File: src/hw/rtl/amcs_pkg.sv
// Package with shared types and constants for the MOV condition and shift unit.
`timescale 1ns / 1ps

package amcs_pkg;

  localparam int unsigned DataW = 32;
  localparam int unsigned RegIdxW = 4;
  localparam int unsigned FlagsW = 4;
  localparam int unsigned ShAmtW = 5;

  // Instruction bit 4 selects a register-specified shift amount.
  localparam logic [5:0] ShiftRegBit = 6'b010000;
  // Mask for the immediate shift amount in bits 11..7.
  localparam logic [4:0] Imm5Mask = 5'b11111;

  // Condition codes.
  localparam logic [3:0] CondEq = 4'd0;
  localparam logic [3:0] CondNe = 4'd1;
  localparam logic [3:0] CondCs = 4'd2;
  localparam logic [3:0] CondCc = 4'd3;
  localparam logic [3:0] CondMi = 4'd4;
  localparam logic [3:0] CondPl = 4'd5;
  localparam logic [3:0] CondVs = 4'd6;
  localparam logic [3:0] CondVc = 4'd7;
  localparam logic [3:0] CondHi = 4'd8;
  localparam logic [3:0] CondLs = 4'd9;
  localparam logic [3:0] CondGe = 4'd10;
  localparam logic [3:0] CondLt = 4'd11;
  localparam logic [3:0] CondGt = 4'd12;
  localparam logic [3:0] CondLe = 4'd13;
  localparam logic [3:0] CondAl = 4'd14;
  localparam logic [3:0] CondNv = 4'd15;

  // Shift types.
  localparam logic [1:0] ShiftLsl = 2'd0;
  localparam logic [1:0] ShiftLsr = 2'd1;
  localparam logic [1:0] ShiftAsr = 2'd2;
  localparam logic [1:0] ShiftRor = 2'd3;

  // Mode field values.
  localparam logic ModeReg = 1'b0;
  localparam logic ModeImm = 1'b1;

  localparam logic [RegIdxW-1:0] PcIndex = 4'd15;

  typedef struct packed {
    logic               mode;
    logic [DataW-1:0]   instr;
    logic [FlagsW-1:0]  flags;
    logic [DataW-1:0]   rm_value;
    logic [DataW-1:0]   rs_value;
  } in_t;

  typedef struct packed {
    logic               executed;
    logic               write_enable;
    logic [RegIdxW-1:0] dest_index;
    logic [DataW-1:0]   write_value;
    logic               pc_written;
    logic               unsupported;
  } out_t;

endpackage

File: src/hw/rtl/arm_mov_condition_shift.sv
// Top level of the MOV execute unit: input register, execute logic, result register.
`timescale 1ns / 1ps

// This block executes one MOV instruction per request: the condition field is
// tested against the NZCV flags, and the operand is either a register value
// shifted LSL, LSR or ROR (by an immediate or by the low byte of Rs) or an 8-bit
// immediate rotated right by twice the rotate field. Each request gives exactly
// one result with the destination index, the value written, and flags telling
// whether the PC is written or an unsupported ASR shift was seen. The unit is a
// two-stage pipeline: a request is captured in the input register, goes through
// the condition check and barrel shifter, and lands in the result register once
// that register is empty or being drained. One request can be accepted every
// cycle while the result side keeps taking results; the rate is set by the single
// pass through the barrel shifter between the two registers. While the result
// side stalls, the result register holds its result and the input register can
// still take one request if it is empty.

module arm_mov_condition_shift (
  input  logic           clk_i,
  input  logic           rst_ni,
  input  logic           in_valid_i,
  output logic           in_ready_o,
  input  amcs_pkg::in_t  in_req_i,
  output logic           out_valid_o,
  input  logic           out_ready_i,
  output amcs_pkg::out_t out_rsp_o
);

  logic           s1_valid_q, s1_valid_d;
  amcs_pkg::in_t  s1_req_q;
  logic           s1_adv;
  logic           out_valid_q, out_valid_d;
  amcs_pkg::out_t out_rsp_q;
  amcs_pkg::out_t exec_rsp;

  // The input register moves into the result register whenever the result
  // register is empty or being drained this cycle.
  assign s1_adv     = !out_valid_q || out_ready_i;
  assign in_ready_o = !s1_valid_q || s1_adv;

  assign s1_valid_d  = (in_valid_i && in_ready_o) || (s1_valid_q && !s1_adv);
  assign out_valid_d = (s1_valid_q && s1_adv) || (out_valid_q && !out_ready_i);

  always_ff @(posedge clk_i or negedge rst_ni) begin
    if (!rst_ni) begin
      s1_valid_q  <= 1'b0;
      out_valid_q <= 1'b0;
    end else begin
      s1_valid_q  <= s1_valid_d;
      out_valid_q <= out_valid_d;
    end
  end

  always_ff @(posedge clk_i) begin
    if (in_valid_i && in_ready_o) begin
      s1_req_q <= in_req_i;
    end
    if (s1_valid_q && s1_adv) begin
      out_rsp_q <= exec_rsp;
    end
  end

  amcs_exec u_exec (
    .req_i (s1_req_q),
    .rsp_o (exec_rsp)
  );

  assign out_valid_o = out_valid_q;
  assign out_rsp_o   = out_rsp_q;

`ifndef SYNTHESIS
  // An accepted request always occupies the input register on the next cycle.
  a_accept_fills: assert property (@(posedge clk_i) disable iff (!rst_ni)
    (in_valid_i && in_ready_o) |=> s1_valid_q)
    else $error("accepted request did not reach the input register");

  // A request waiting in the input register moves on once the result slot frees.
  a_stage_moves: assert property (@(posedge clk_i) disable iff (!rst_ni)
    (s1_valid_q && s1_adv) |=> out_valid_o)
    else $error("input register did not advance into the result register");

  // A PC write is only reported for an executed instruction with register 15 as destination.
  a_pc_write: assert property (@(posedge clk_i) disable iff (!rst_ni)
    (out_valid_o && out_rsp_o.pc_written) |->
      (out_rsp_o.executed && (out_rsp_o.dest_index == amcs_pkg::PcIndex)))
    else $error("pc_written without an executed write to the PC");

  // Nothing is written when the condition fails or the shift is unsupported.
  a_no_write: assert property (@(posedge clk_i) disable iff (!rst_ni)
    (out_valid_o && (!out_rsp_o.executed || out_rsp_o.unsupported)) |->
      (!out_rsp_o.write_enable && (out_rsp_o.write_value == '0)))
    else $error("write reported for a skipped or unsupported instruction");
`endif

endmodule

File: src/hw/rtl/amcs_exec.sv
// Combinational condition check and barrel shifter for one MOV instruction.
`timescale 1ns / 1ps

module amcs_exec (
  input  amcs_pkg::in_t  req_i,
  output amcs_pkg::out_t rsp_o
);

  logic       flag_n, flag_z, flag_c, flag_v;
  logic [3:0] cond;
  logic       cond_pass;
  logic [1:0] shift_type;
  logic [7:0] shift_amt;
  logic       amt_big;
  logic [4:0] rot_amt;
  logic [2*amcs_pkg::DataW-1:0] rm_dbl;
  logic [2*amcs_pkg::DataW-1:0] imm_dbl;
  logic [2*amcs_pkg::DataW-1:0] rm_rot;
  logic [2*amcs_pkg::DataW-1:0] imm_rot;
  logic [amcs_pkg::DataW-1:0]   shifted;
  logic                         shift_ok;

  assign flag_n = req_i.flags[3];
  assign flag_z = req_i.flags[2];
  assign flag_c = req_i.flags[1];
  assign flag_v = req_i.flags[0];
  assign cond   = req_i.instr[31:28];

  always_comb begin
    unique case (cond)
      amcs_pkg::CondEq: cond_pass = flag_z;
      amcs_pkg::CondNe: cond_pass = !flag_z;
      amcs_pkg::CondCs: cond_pass = flag_c;
      amcs_pkg::CondCc: cond_pass = !flag_c;
      amcs_pkg::CondMi: cond_pass = flag_n;
      amcs_pkg::CondPl: cond_pass = !flag_n;
      amcs_pkg::CondVs: cond_pass = flag_v;
      amcs_pkg::CondVc: cond_pass = !flag_v;
      amcs_pkg::CondHi: cond_pass = flag_c && !flag_z;
      amcs_pkg::CondLs: cond_pass = !flag_c || flag_z;
      amcs_pkg::CondGe: cond_pass = (flag_n == flag_v);
      amcs_pkg::CondLt: cond_pass = (flag_n != flag_v);
      amcs_pkg::CondGt: cond_pass = !flag_z && (flag_n == flag_v);
      amcs_pkg::CondLe: cond_pass = flag_z || (flag_n != flag_v);
      amcs_pkg::CondAl: cond_pass = 1'b1;
      amcs_pkg::CondNv: cond_pass = 1'b0;
      default:          cond_pass = 1'b0;
    endcase
  end

  // Shift amount comes from Rs's low byte or from the 5-bit immediate.
  assign shift_type = req_i.instr[6:5];
  assign shift_amt  = (|(req_i.instr[5:0] & amcs_pkg::ShiftRegBit))
                      ? req_i.rs_value[7:0]
                      : {3'b000, req_i.instr[11:7] & amcs_pkg::Imm5Mask};
  assign amt_big    = |shift_amt[7:5];

  // Rotates are done as a right shift of the doubled word.
  assign rot_amt = shift_amt[4:0];
  assign rm_dbl  = {req_i.rm_value, req_i.rm_value};
  assign rm_rot  = rm_dbl >> rot_amt;
  assign imm_dbl = {2{24'd0, req_i.instr[7:0]}};
  assign imm_rot = imm_dbl >> {req_i.instr[11:8], 1'b0};

  always_comb begin
    shift_ok = 1'b1;
    case (shift_type)
      amcs_pkg::ShiftLsl: shifted = amt_big ? '0 : (req_i.rm_value << rot_amt);
      amcs_pkg::ShiftLsr: shifted = amt_big ? '0 : (req_i.rm_value >> rot_amt);
      amcs_pkg::ShiftRor: shifted = rm_rot[amcs_pkg::DataW-1:0];
      default: begin
        shifted  = '0;
        shift_ok = 1'b0;
      end
    endcase
  end

  always_comb begin
    rsp_o            = '0;
    rsp_o.dest_index = req_i.instr[15:12];
    if (cond_pass) begin
      rsp_o.executed   = 1'b1;
      rsp_o.pc_written = (req_i.instr[15:12] == amcs_pkg::PcIndex);
      if (req_i.mode == amcs_pkg::ModeImm) begin
        rsp_o.write_enable = 1'b1;
        rsp_o.write_value  = imm_rot[amcs_pkg::DataW-1:0];
      end else begin
        rsp_o.write_enable = shift_ok;
        rsp_o.unsupported  = !shift_ok;
        rsp_o.write_value  = shifted;
      end
    end
  end

endmodule

File: config.mk
export PLATFORM = sky130hd
export DESIGN_NAME = arm_mov_condition_shift
export DESIGN_NICKNAME = d
export VERILOG_FILES = /design/src/hw/rtl/amcs_pkg.sv /design/src/hw/rtl/arm_mov_condition_shift.sv /design/src/hw/rtl/amcs_exec.sv
export SDC_FILE = /design/constraint.sdc
export NUM_CORES = 1
export LEC_CHECK = 0
export BUFFER_PORTS_ARGS = -buffer_cell sky130_fd_sc_hd__buf_2
export CORE_AREA = 2 2 146 148
export DETAILED_ROUTE_END_ITERATION = 16
export DIE_AREA = 0 0 148 150
export GPL_TIMING_DRIVEN = 0
export PLACE_DENSITY_LB_ADDON = 0.08
export SYNTH_ARGS = -nofsm -noshare
export SYNTH_HDL_FRONTEND = slang
export SYNTH_SLANG_ARGS = --single-unit
File: constraint.sdc
create_clock -name clk_i -period 2.9 [get_ports clk_i]
set_clock_uncertainty 0.05 [all_clocks]
set_input_delay 0.435 -clock clk_i [delete_from_list [all_inputs] [get_ports clk_i]]
set_output_delay 0.435 -clock clk_i [all_outputs]
set_load 0.1 [all_outputs]
==> out/metrics.csv, run 1 <==
metric,value,unit
setup_viol,4,
avgSynthCellArea,9.984,sq um
yosys_warnings,0,
fmax,339.2,MHz
tightestPinTransition,0.9549,ns
max_slew_margin,0.3634,
fin_util,0.5689,
nets,1183,
drcViolationCount,0,
critical_path_class,register to register,
synth_cell_types,72,
htreeDepth,3,
dieArea,22200,sq um
worstSkewPairLatency,0.38,ns
drive_above_1_share,0.3989,
numCtsBuffers,9,
io_buffers,110,
startpoint_type,register,
yosys-top-cells-count,"edfxtp_1 (105), mux2i_1 (99), nand2_1 (97), nor2_1 (85), o21ai_0 (45)",
diodes,0,
fin_tns_setup,-0.1151,ns
drv_cap,0,
yosysMostFrequentCell,edfxtp_1,
required,3.00,ns
finalHoldViolCount,0,
rows,53,
ff_latch_area,3204,sq um
endpoint_kind,register,
drtIter0Drc,1225,
track_usage,0.3556,
reg2regPathDepth,10,
violations,setup timing,
coreArea,20690,sq um
synth_edf_count,105,
grt_max_degree,66,
globalplace.congestion,1.049,
min_path_cells,1,
via_per_inst,6.839,
irDropWorstVdd,297.4,uV
hold_class,primary input to register,
syn2layout_area_growth,28.56,%
synth.area.top_cells,"edfxtp_1 (34%), mux2i_1 (11%), mux4_2 (8.9%)",
rsz0062_at_grt,yes,
route.antenna.remaining_nets,0,
first_global_vias,8578,
cts_tree,yes,
overflow,0,
dr.pass1.iters,6,
synth_nets,1022,
synth_top_area_share,0.3444,
status,finished with violations,
min_period_over_period,1.017,
grt_pass1_wl,57450,um
synth_seq_area_share,0.3499,
io_pins,147,
clock_path_buffers,2,
post-route-min-period,2.948,ns
synth-seq-cells,107,
syn_area,9155,sq um
multi_input_area,6326,sq um
fill_cells,1871,
cp.arrival,3.04,ns
vias,9288,
synthFlopType,edfxtp_1,
drv_slew,0,
netlist_instances,917,
worst_slack,-0.04807,ns
powerDensity,508.4,nW/um^2
wire_per_inst,29.59,um
yosys.area.top_type,edfxtp_1,
cts.sink_count,107,
dp_hpwl,29830,um
cts_root_buf,clkbuf_16,
async_flop_share,0.01869,
clk_pin_slew,0.09,ns
antenna_found_initial,0,
routed_wl,40190,um
power_leakage,4.301,nW
start_util,0.4425,
fp.dieW,148,um
path_max_fanout,6,
die_y,150,um
[layer usage]
layer | wire length (um) | global-route usage
met5 | 0 | 0
met1 | 15150 | 0.4474
met3 | 4166 | 0.09390
met4 | 2922 | 0.2171
met2 | 17950 | 0.5493
[timing repair]
item | 4_1_cts | 5_1_grt
setup endpoints to repair | 32 | 32
pin swaps | 15 | 39
hold endpoints to repair | 2 | 0
gates cloned | 0 | 2
resized for setup | 115 | 162
setup buffers | 18 | 22
hold buffers | 1 | 0
[power breakdown]
part,switching [mW],internal (mW),total (mW)
Sequential,0.106,1.84,1.95
Combinational,1.83,0.983,2.81
Clock,0.623,0.599,1.22
Total,2.56,3.42,5.98
[sequential cells by signal, indices dropped and copies added (netlist names)]
| signal | count |
|---|---|
| s1_req_q | 65 |
| s1_valid_q | 1 |
| out_valid_o | 1 |
| out_rsp_o | 40 |
[cell families (layout without fill, tap and decap cells)]
group                  Yosys count  in the layout  share of synthesized area
multiplexers                   169            169                     0.2606
AO/OA/AOI/OAI                  244            244                     0.1845
buffers and inverters          101            267                    0.05740
AND/OR/NAND/NOR                293            293                     0.1447
flip-flops                     107            107                     0.3499
XOR/XNOR                         3              3                   0.002871
[layout by cell type, fill, tap and decap left out, types with 15 or more instances in the layout]
master | Yosys | final
buf_4 | 11 | 49
nand2_1 | 97 | 93
o22ai_1 | 22 | 17
clkbuf_1 | 31 | 15
mux2i_1 | 99 | 49
mux2i_2 | 1 | 27
inv_1 | 25 | 25
clkbuf_2 | 0 | 16
buf_2 | 18 | 117
a21oi_1 | 31 | 27
edfxtp_1 | 105 | 105
mux2i_4 | 2 | 26
o21ai_0 | 45 | 27
a31oi_1 | 19 | 16
mux4_2 | 36 | 44
nor2_1 | 85 | 74
nand3_1 | 44 | 39
o211ai_1 | 19 | 19
[layout make-up]
cell class,count,area share
Multi-Input combinational cell,709,0.5375
Sequential cell,107,0.2722
Timing Repair Buffer,153,0.07983
Buffer,72,0.04901
Tap cell,275,0.02923
Clock buffer,11,0.01977
Inverter,26,0.008504
Clock inverter,5,0.003933
[worst max-delay path: stages, from the launching register on]
cell      delay [ns]
edfxtp_1        0.38
buf_6           0.17
mux2_4          0.36
buf_4           0.17
mux4_2          0.43
a222oi_1        0.27
buf_4           0.19
o22ai_2         0.10
o21ai_1         0.16
a21oi_1         0.08
o311ai_2        0.35
[metrics by stage]
step / area (sq um) / hold WS, ns / worst slack [ns] / std cells / power [mW]
2_1_floorplan: 9159 / 0.08941 / 0.2360 / 917 / 3.495
3_3_place_gp: 10050 / 0.1738 / -1.018 / 1302 / 4.213
3_5_place_dp: 10050 / 0.1707 / -0.9630 / 1302 / 4.187
4_1_cts: 10860 / 0.1757 / -0.07341 / 1335 / 5.584
5_1_grt: 11770 / 0.1708 / -0.1195 / 1358 / 6.140
6_report: 11770 / 0.1741 / -0.04807 / 1358 / 5.984
[worst paths after layout]
| path | startpoint | end | slack, ns |
|---|---|---|---|
| worst max-delay path | s1_req_q[72] | out_rsp_o[21] | -0.05 |
| worst min-delay path | in_req_i[78] | s1_req_q[78] | 0.17 |
| worst max register to register | s1_req_q[72] | out_rsp_o[21] | -0.05 |
| worst min register to register | s1_req_q[83] | out_rsp_o[37] | 0.40 |
| max in group asynchronous | rst_ni | out_valid_o | 2.37 |
| min in group asynchronous | rst_ni | s1_valid_q | 0.33 |
No activity file was read; power rests on OpenSTA's default activity.
==> inputs of run 2 (changes only) <==
SETUP_SLACK_MARGIN = 0.05   (was default)
==> run 2 against run 1 <==
The run still ends with setup timing left. Non-clock buffer count is 31 higher. Die area unchanged. Maximum frequency decreased by 2.2%. First-iteration DRC count grew 20%. Critical path depth decreased by 2. Sequential cell count is the same. Via count increased by 3.5%. Power grew 3.4%. Clock power about the same. Wire length is 3.0% higher. Cell area increased by 5.1%.
==> out/metrics.csv, run 2 (same netlist as run 1, synthesis figures left out) <==
metric,value,unit,change
largest_reg_flops,65,,unchanged
rr_startpoint,s1_req_q[72],,unchanged
via_per_inst,6.918,,was 6.839
max_slew_margin,0.3629,,was 0.3634
power_leakage,4.557,nW,was 4.301 nW
whs,0.1757,ns,was 0.1741 ns
clock_path_buffers,2,,unchanged
start_util,0.4425,,unchanged
status,finished with violations,,unchanged
fmax,331.9,MHz,was 339.2 MHz
p_seq_frac,0.316,,was 0.326
crit_start,s1_req_q[72],,unchanged
fp.dieW,148,um,unchanged
drive_above_1_share,0.4350,,was 0.3989
hold_class,primary input to register,,unchanged
drv_slew,0,,unchanged
powerDensity,500.0,nW/um^2,was 508.4 nW/um^2
globalplace.congestion,1.049,,unchanged
cts.sink_count,107,,unchanged
required,2.97,ns,was 3.00 ns
mostFrequentLayoutCells,"buf_2 (118), edfxtp_1 (105), nand2_1 (93)",,"was buf_2 (117), edfxtp_1 (105), nand2_1 (93)"
mostFrequentLayoutCell,buf_2,,unchanged
drv_cap,0,,unchanged
rows,53,,unchanged
cp.arrival,3.08,ns,was 3.04 ns
cts_root_buf,clkbuf_16,,unchanged
coreArea,20690,sq um,unchanged
comb_power_share,0.487,,was 0.470
grt_pass1_wl,57970,um,was 57450 um
rsz0062_at_grt,yes,,unchanged
finalHoldViolCount,0,,unchanged
track_usage,0.3582,,was 0.3556
vias,9616,,was 9288
wire_per_inst,29.77,um,was 29.59 um
first_global_vias,8646,,was 8578
antenna_found_initial,1,,was 0
drcViolationCount,0,,unchanged
htreeDepth,3,,unchanged
dp_cells,1302,,unchanged
tightestPinTransition,0.9557,ns,was 0.9549 ns
power.internal,3.538,mW,was 3.425 mW
power.share.clock,0.198,,was 0.204
p_switching,2.650,mW,was 2.560 mW
worstSkewPairLatency,0.38,ns,about the same
grt_max_degree,66,,unchanged
startpoint_type,register,,unchanged
critical_path_class,register to register,,unchanged
fin_tns_setup,-0.4173,ns,was -0.1151 ns
min_from,in_req_i[78],,unchanged
route.antenna.remaining_nets,0,,unchanged
dieArea,22200,sq um,unchanged
post-route-min-period,3.013,ns,was 2.948 ns
dr.pass1.iters,7,,was 6
switching_share,0.4283,,was 0.4277
setup_viol,9,,was 4
violations,setup timing,,unchanged
dp_hpwl,29830,um,unchanged
largest-register,s1_req_q,,unchanged
diodes,0,,unchanged
cts_tree,yes,,unchanged
min_period_over_period,1.039,,was 1.017
clk_pin_slew,0.09,ns,about the same
endpoint_kind,register,,unchanged
nets,1215,,was 1183
path_max_fanout,10,,was 6
irDropWorstVdd,295.4,uV,was 297.4 uV
numCtsBuffers,9,,unchanged
worst_slack,-0.1130,ns,was -0.04807 ns
stdcell_count,1390,,was 1358
pre_cts_ws,-0.9630,ns,unchanged
fill_cells,1787,,was 1871
die_y,150,um,unchanged
drtIter0Drc,1473,,was 1225
routed_wl,41390,um,was 40190 um
overflow,0,,unchanged
power,6.188,mW,was 5.984 mW
io_pins,147,,unchanged
io_buffers,110,,unchanged
syn2layout_area_growth,35.18,%,was 28.56%
[run 2: cell types whose count changed in the layout (fill, tap and decap cells not counted), moves of 3 or more]
cell | previous run | this run
buf_12 | 11 | 14
mux2i_2 | 27 | 22
buf_4 | 49 | 66
a21oi_1 | 27 | 21
a31oi_1 | 16 | 13
o21ai_1 | 13 | 9
a21oi_2 | 2 | 8
mux2i_4 | 26 | 32
buf_6 | 10 | 17
a31oi_2 | 2 | 5
o21ai_2 | 10 | 14
[run 2: worst max-delay path: stages (launching register included)]
cell and delay (ns):
edfxtp_1 0.38, buf_6 0.15, buf_4 0.14, buf_12 0.13, mux2i_2 0.56, clkbuf_1 0.62, o211ai_1 0.26, a311oi_1 0.38
nor2_1 0.07
[run 2: cell type report]
cell class	instances	area, sq um	share of cell area
clock inverter	5	46.29	0.003741
clock buffer	11	232.7	0.01880
multi-input combinational	710	6559	0.5300
inverter	26	100.1	0.008088
timing repair buffer	184	1282	0.1036
tap	275	344.1	0.02780
buffer	72	606.8	0.04903
sequential	107	3204	0.2589
[run 2: power groups by stage]
stage	clock (mW)	combinational [mW]	sequential, mW
2_1_floorplan	0	1.19	2.31
3_3_place_gp	0	2.25	1.97
3_5_place_dp	0	2.22	1.97
4_1_cts	1.24	2.50	1.94
5_1_grt	1.29	3.08	1.96
6_report	1.22	3.01	1.95
[run 2: worst paths after layout]
check,depth (start not counted),slack (ns),end
hold reg to reg,0,0.40,out_rsp_o[37]
hold / removal,1,0.18,s1_req_q[78]
max in group asynchronous,2,2.37,out_valid_o
min in group asynchronous,2,0.33,out_valid_o
setup reg to reg,8,-0.11,out_rsp_o[33]
setup / recovery,8,-0.11,out_rsp_o[33]
[run 2: per-layer routing]
metal,global-route usage,wire [um],up-vias
met5,0,8,-
met4,0.2019,3319,2
met3,0.09299,4140,231
met2,0.5641,18500,771
met1,0.4493,15420,4606
li1,-,-,4006
[run 2: stage by stage]
step	utilization	area, sq um
3_3_place_gp	0.4859	10050
4_1_cts	0.5383	11140
2_1_floorplan	-	9159
5_1_grt	0.5981	12380
6_report	0.5981	12380
3_5_place_dp	0.4860	10050
[run 2: timing repair]
item,in CTS,in global routing
resized for setup,155,180
gates cloned,2,4
buffers inserted,23,45
setup endpoints to repair,32,32
hold buffers,1,0
pin swaps,26,56
hold endpoints to repair,2,0
==> inputs of run 3 (changes only) <==
CORE_AREA = 2 2 174 125   (was 2 2 146 148)
DIE_AREA = 0 0 176 127   (was 0 0 148 150)
==> run 3 against run 2 <==
Clock power is essentially flat. Die area grew 0.68%. Power shrank 0.62%. Count of clock-buffer cells in the layout shrank 2. The flow still finishes with violations (setup timing). Largest power group unchanged. Sequential share of layout area grew 0.64 points. Critical path depth grew 3.
==> out/metrics.csv, run 3 (same netlist as run 1, synthesis figures left out) <==
metric,value,unit,change
route.antenna.remaining_nets,0,,unchanged
switching_share,0.4338,,was 0.4283
first_global_vias,8691,,was 8646
nets,1197,,was 1215
p_switching,2.668,mW,was 2.650 mW
die_y,127,um,was 150 um
diodes,0,,unchanged
min_period_over_period,1.032,,was 1.039
mostFrequentLayoutCells,"buf_2 (116), edfxtp_1 (105), nand2_1 (94)",,"was buf_2 (118), edfxtp_1 (105), nand2_1 (93)"
overflow,0,,unchanged
rsz0062_at_grt,yes,,unchanged
start_util,0.4458,,was 0.4425
worst_path_largest_cell_delay,0.35,ns,was 0.62 ns
dr.pass1.iters,7,,unchanged
largest-register,s1_req_q,,unchanged
globalplace.congestion,1.042,,was 1.049
irDropWorstVdd,363.2,uV,was 295.4 uV
wire_per_inst,30.89,um,was 29.77 um
track_usage,0.3719,,was 0.3582
io_pins,147,,unchanged
clock_path_buffers,2,,unchanged
cts_root_buf,clkbuf_16,,unchanged
syn2layout_area_growth,31.94,%,was 35.18%
antenna_found_initial,0,,was 1
largest_reg_flops,65,,unchanged
power.share.clock,0.203,,was 0.198
drv_slew,0,,unchanged
numCtsBuffers,9,,unchanged
path_cells,buf_6 > mux2i_4 > buf_6 > buf_12 > clkbuf_16 > mux2i_4 > a32oi_2 > nand3_1 > o21ai_0 > a221oi_2 > o21ai_1,,was buf_6 > buf_4 > buf_12 > mux2i_2 > clkbuf_1 > o211ai_1 > a311oi_1 > nor2_1
startpoint_type,register,,unchanged
stdcell_count,1373,,was 1390
worst_path_max_delay_cell,a221oi_2,,was clkbuf_1
path_max_fanout,6,,was 10
critical_path_class,register to register,,unchanged
htreeDepth,3,,unchanged
powerDensity,509.1,nW/um^2,was 500.0 nW/um^2
violations,setup timing,,unchanged
required,2.97,ns,about the same
worstSkewPairLatency,0.39,ns,was 0.38 ns
via_per_inst,7.067,,was 6.918
cts_tree,yes,,unchanged
clk_pin_slew,0.09,ns,about the same
drcViolationCount,0,,unchanged
max_slew_margin,0.3827,,was 0.3629
vias,9703,,was 9616
dp_hpwl,31290,um,was 29830 um
fill_cells,1771,,was 1787
finalHoldViolCount,0,,unchanged
coreArea,20530,sq um,was 20690 sq um
routed_wl,42410,um,was 41390 um
hold_class,primary input to register,,unchanged
setup_viol,9,,unchanged
power.internal,3.482,mW,was 3.538 mW
cp.arrival,3.07,ns,was 3.08 ns
power_leakage,4.405,nW,was 4.557 nW
comb_power_share,0.478,,was 0.487
worst_slack,-0.09353,ns,was -0.1130 ns
drv_cap,0,,unchanged
cts.sink_count,107,,unchanged
fin_tns_setup,-0.3939,ns,was -0.4173 ns
tightestPinTransition,0.9259,ns,was 0.9557 ns
status,finished with violations,,unchanged
io_buffers,110,,unchanged
grt_max_degree,66,,unchanged
fp.dieW,176,um,was 148 um
post-route-min-period,2.994,ns,was 3.013 ns
dieArea,22350,sq um,was 22200 sq um
endpoint_kind,register,,unchanged
drtIter0Drc,1720,,was 1473
p_seq_frac,0.319,,was 0.316
dp_cells,1303,,was 1302
rows,44,,was 53
drive_above_1_share,0.4166,,was 0.4350
mostFrequentLayoutCell,buf_2,,unchanged
fmax,334.1,MHz,was 331.9 MHz
grt_pass1_wl,59610,um,was 57970 um
-- run 3: cell count changes in the layout (fill, tap and decap cells not counted), moves of 4 or more --
| cell | before | now |
|---|---|---|
| mux2i_1 | 48 | 53 |
| buf_8 | 2 | 6 |
| buf_4 | 66 | 49 |
| o21ai_2 | 14 | 9 |
| o21ai_1 | 9 | 16 |
| mux2i_2 | 22 | 17 |
-- run 3: final cells by class --
| class | instances | area, sq um | share of cell area |
|---|---|---|---|
| Inverter | 26 | 98.84 | 0.008183 |
| Sequential cell | 107 | 3204 | 0.2653 |
| Tap cell | 276 | 345.3 | 0.02859 |
| Clock buffer | 9 | 225.2 | 0.01865 |
| Timing Repair Buffer | 166 | 1109 | 0.09178 |
| Buffer | 73 | 601.8 | 0.04982 |
| Clock inverter | 7 | 61.31 | 0.005076 |
| Multi-Input combinational cell | 709 | 6434 | 0.5326 |
-- run 3: critical path: cells and delay by family, from the launching register on --
kind / cells / cell delay [ns]
AOI/OAI and AO/OA: 4 / 0.82
buffers and inverters: 4 / 0.67
DFF: 1 / 0.34
muxes: 2 / 0.60
and+or+nand+nor: 1 / 0.25
-- run 3: worst paths after layout --
kind	start	end	slack [ns]	cells after the start
worst min register to register	s1_req_q[83]	out_rsp_o[37]	0.40	0
max in group asynchronous	rst_ni	out_valid_o	2.37	2
worst min-delay path	in_req_i[53]	s1_req_q[53]	0.17	1
worst max-delay path	s1_req_q[72]	out_rsp_o[22]	-0.09	11
min in group asynchronous	rst_ni	out_valid_o	0.32	2
worst max register to register	s1_req_q[72]	out_rsp_o[22]	-0.09	11
-- run 3: metal layers --
metal | vias up | share of wire | track usage
met2 | 897 | 0.39 | 0.4931
met1 | 4709 | 0.41 | 0.5411
met4 | 0 | 0.035 | 0.1113
li1 | 3977 | - | -
met3 | 120 | 0.17 | 0.1658
met5 | - | 0 | 0
-- run 3: metrics by stage --
stage | hold slack (ns) | total power [mW] | setup WS (ns) | utilization | instance area (sq um)
after floorplan | 0.08941 | 3.495 | 0.2360 | - | 9159
after global placement | 0.1747 | 4.222 | -0.9493 | 0.4896 | 10050
after detailed placement | 0.1775 | 4.208 | -0.8371 | 0.4897 | 10060
after CTS | 0.1688 | 5.784 | 0.007363 | 0.5525 | 11350
after global routing | 0.1690 | 6.293 | -0.1507 | 0.5882 | 12080
final | 0.1660 | 6.150 | -0.09353 | 0.5882 | 12080
-- run 3: what timing repair did --
| action | 4_1_cts | 5_1_grt |
|---|---|---|
| resized for setup | 183 | 128 |
| endpoints found under the hold margin | 2 | 0 |
| endpoints found under the setup margin | 32 | 32 |
| setup buffers | 36 | 18 |
| hold buffers | 1 | 0 |
| gates cloned | 1 | 2 |
| pin swaps | 23 | 45 |
-- run 3: power groups by stage --
stage / clock, mW / sequential, mW / combinational [mW]
floorplan: 0 / 2.31 / 1.19
global placement: 0 / 1.97 / 2.25
detailed placement: 0 / 1.97 / 2.24
CTS: 1.25 / 1.95 / 2.58
global route: 1.32 / 1.97 / 3.00
finish: 1.25 / 1.96 / 2.94
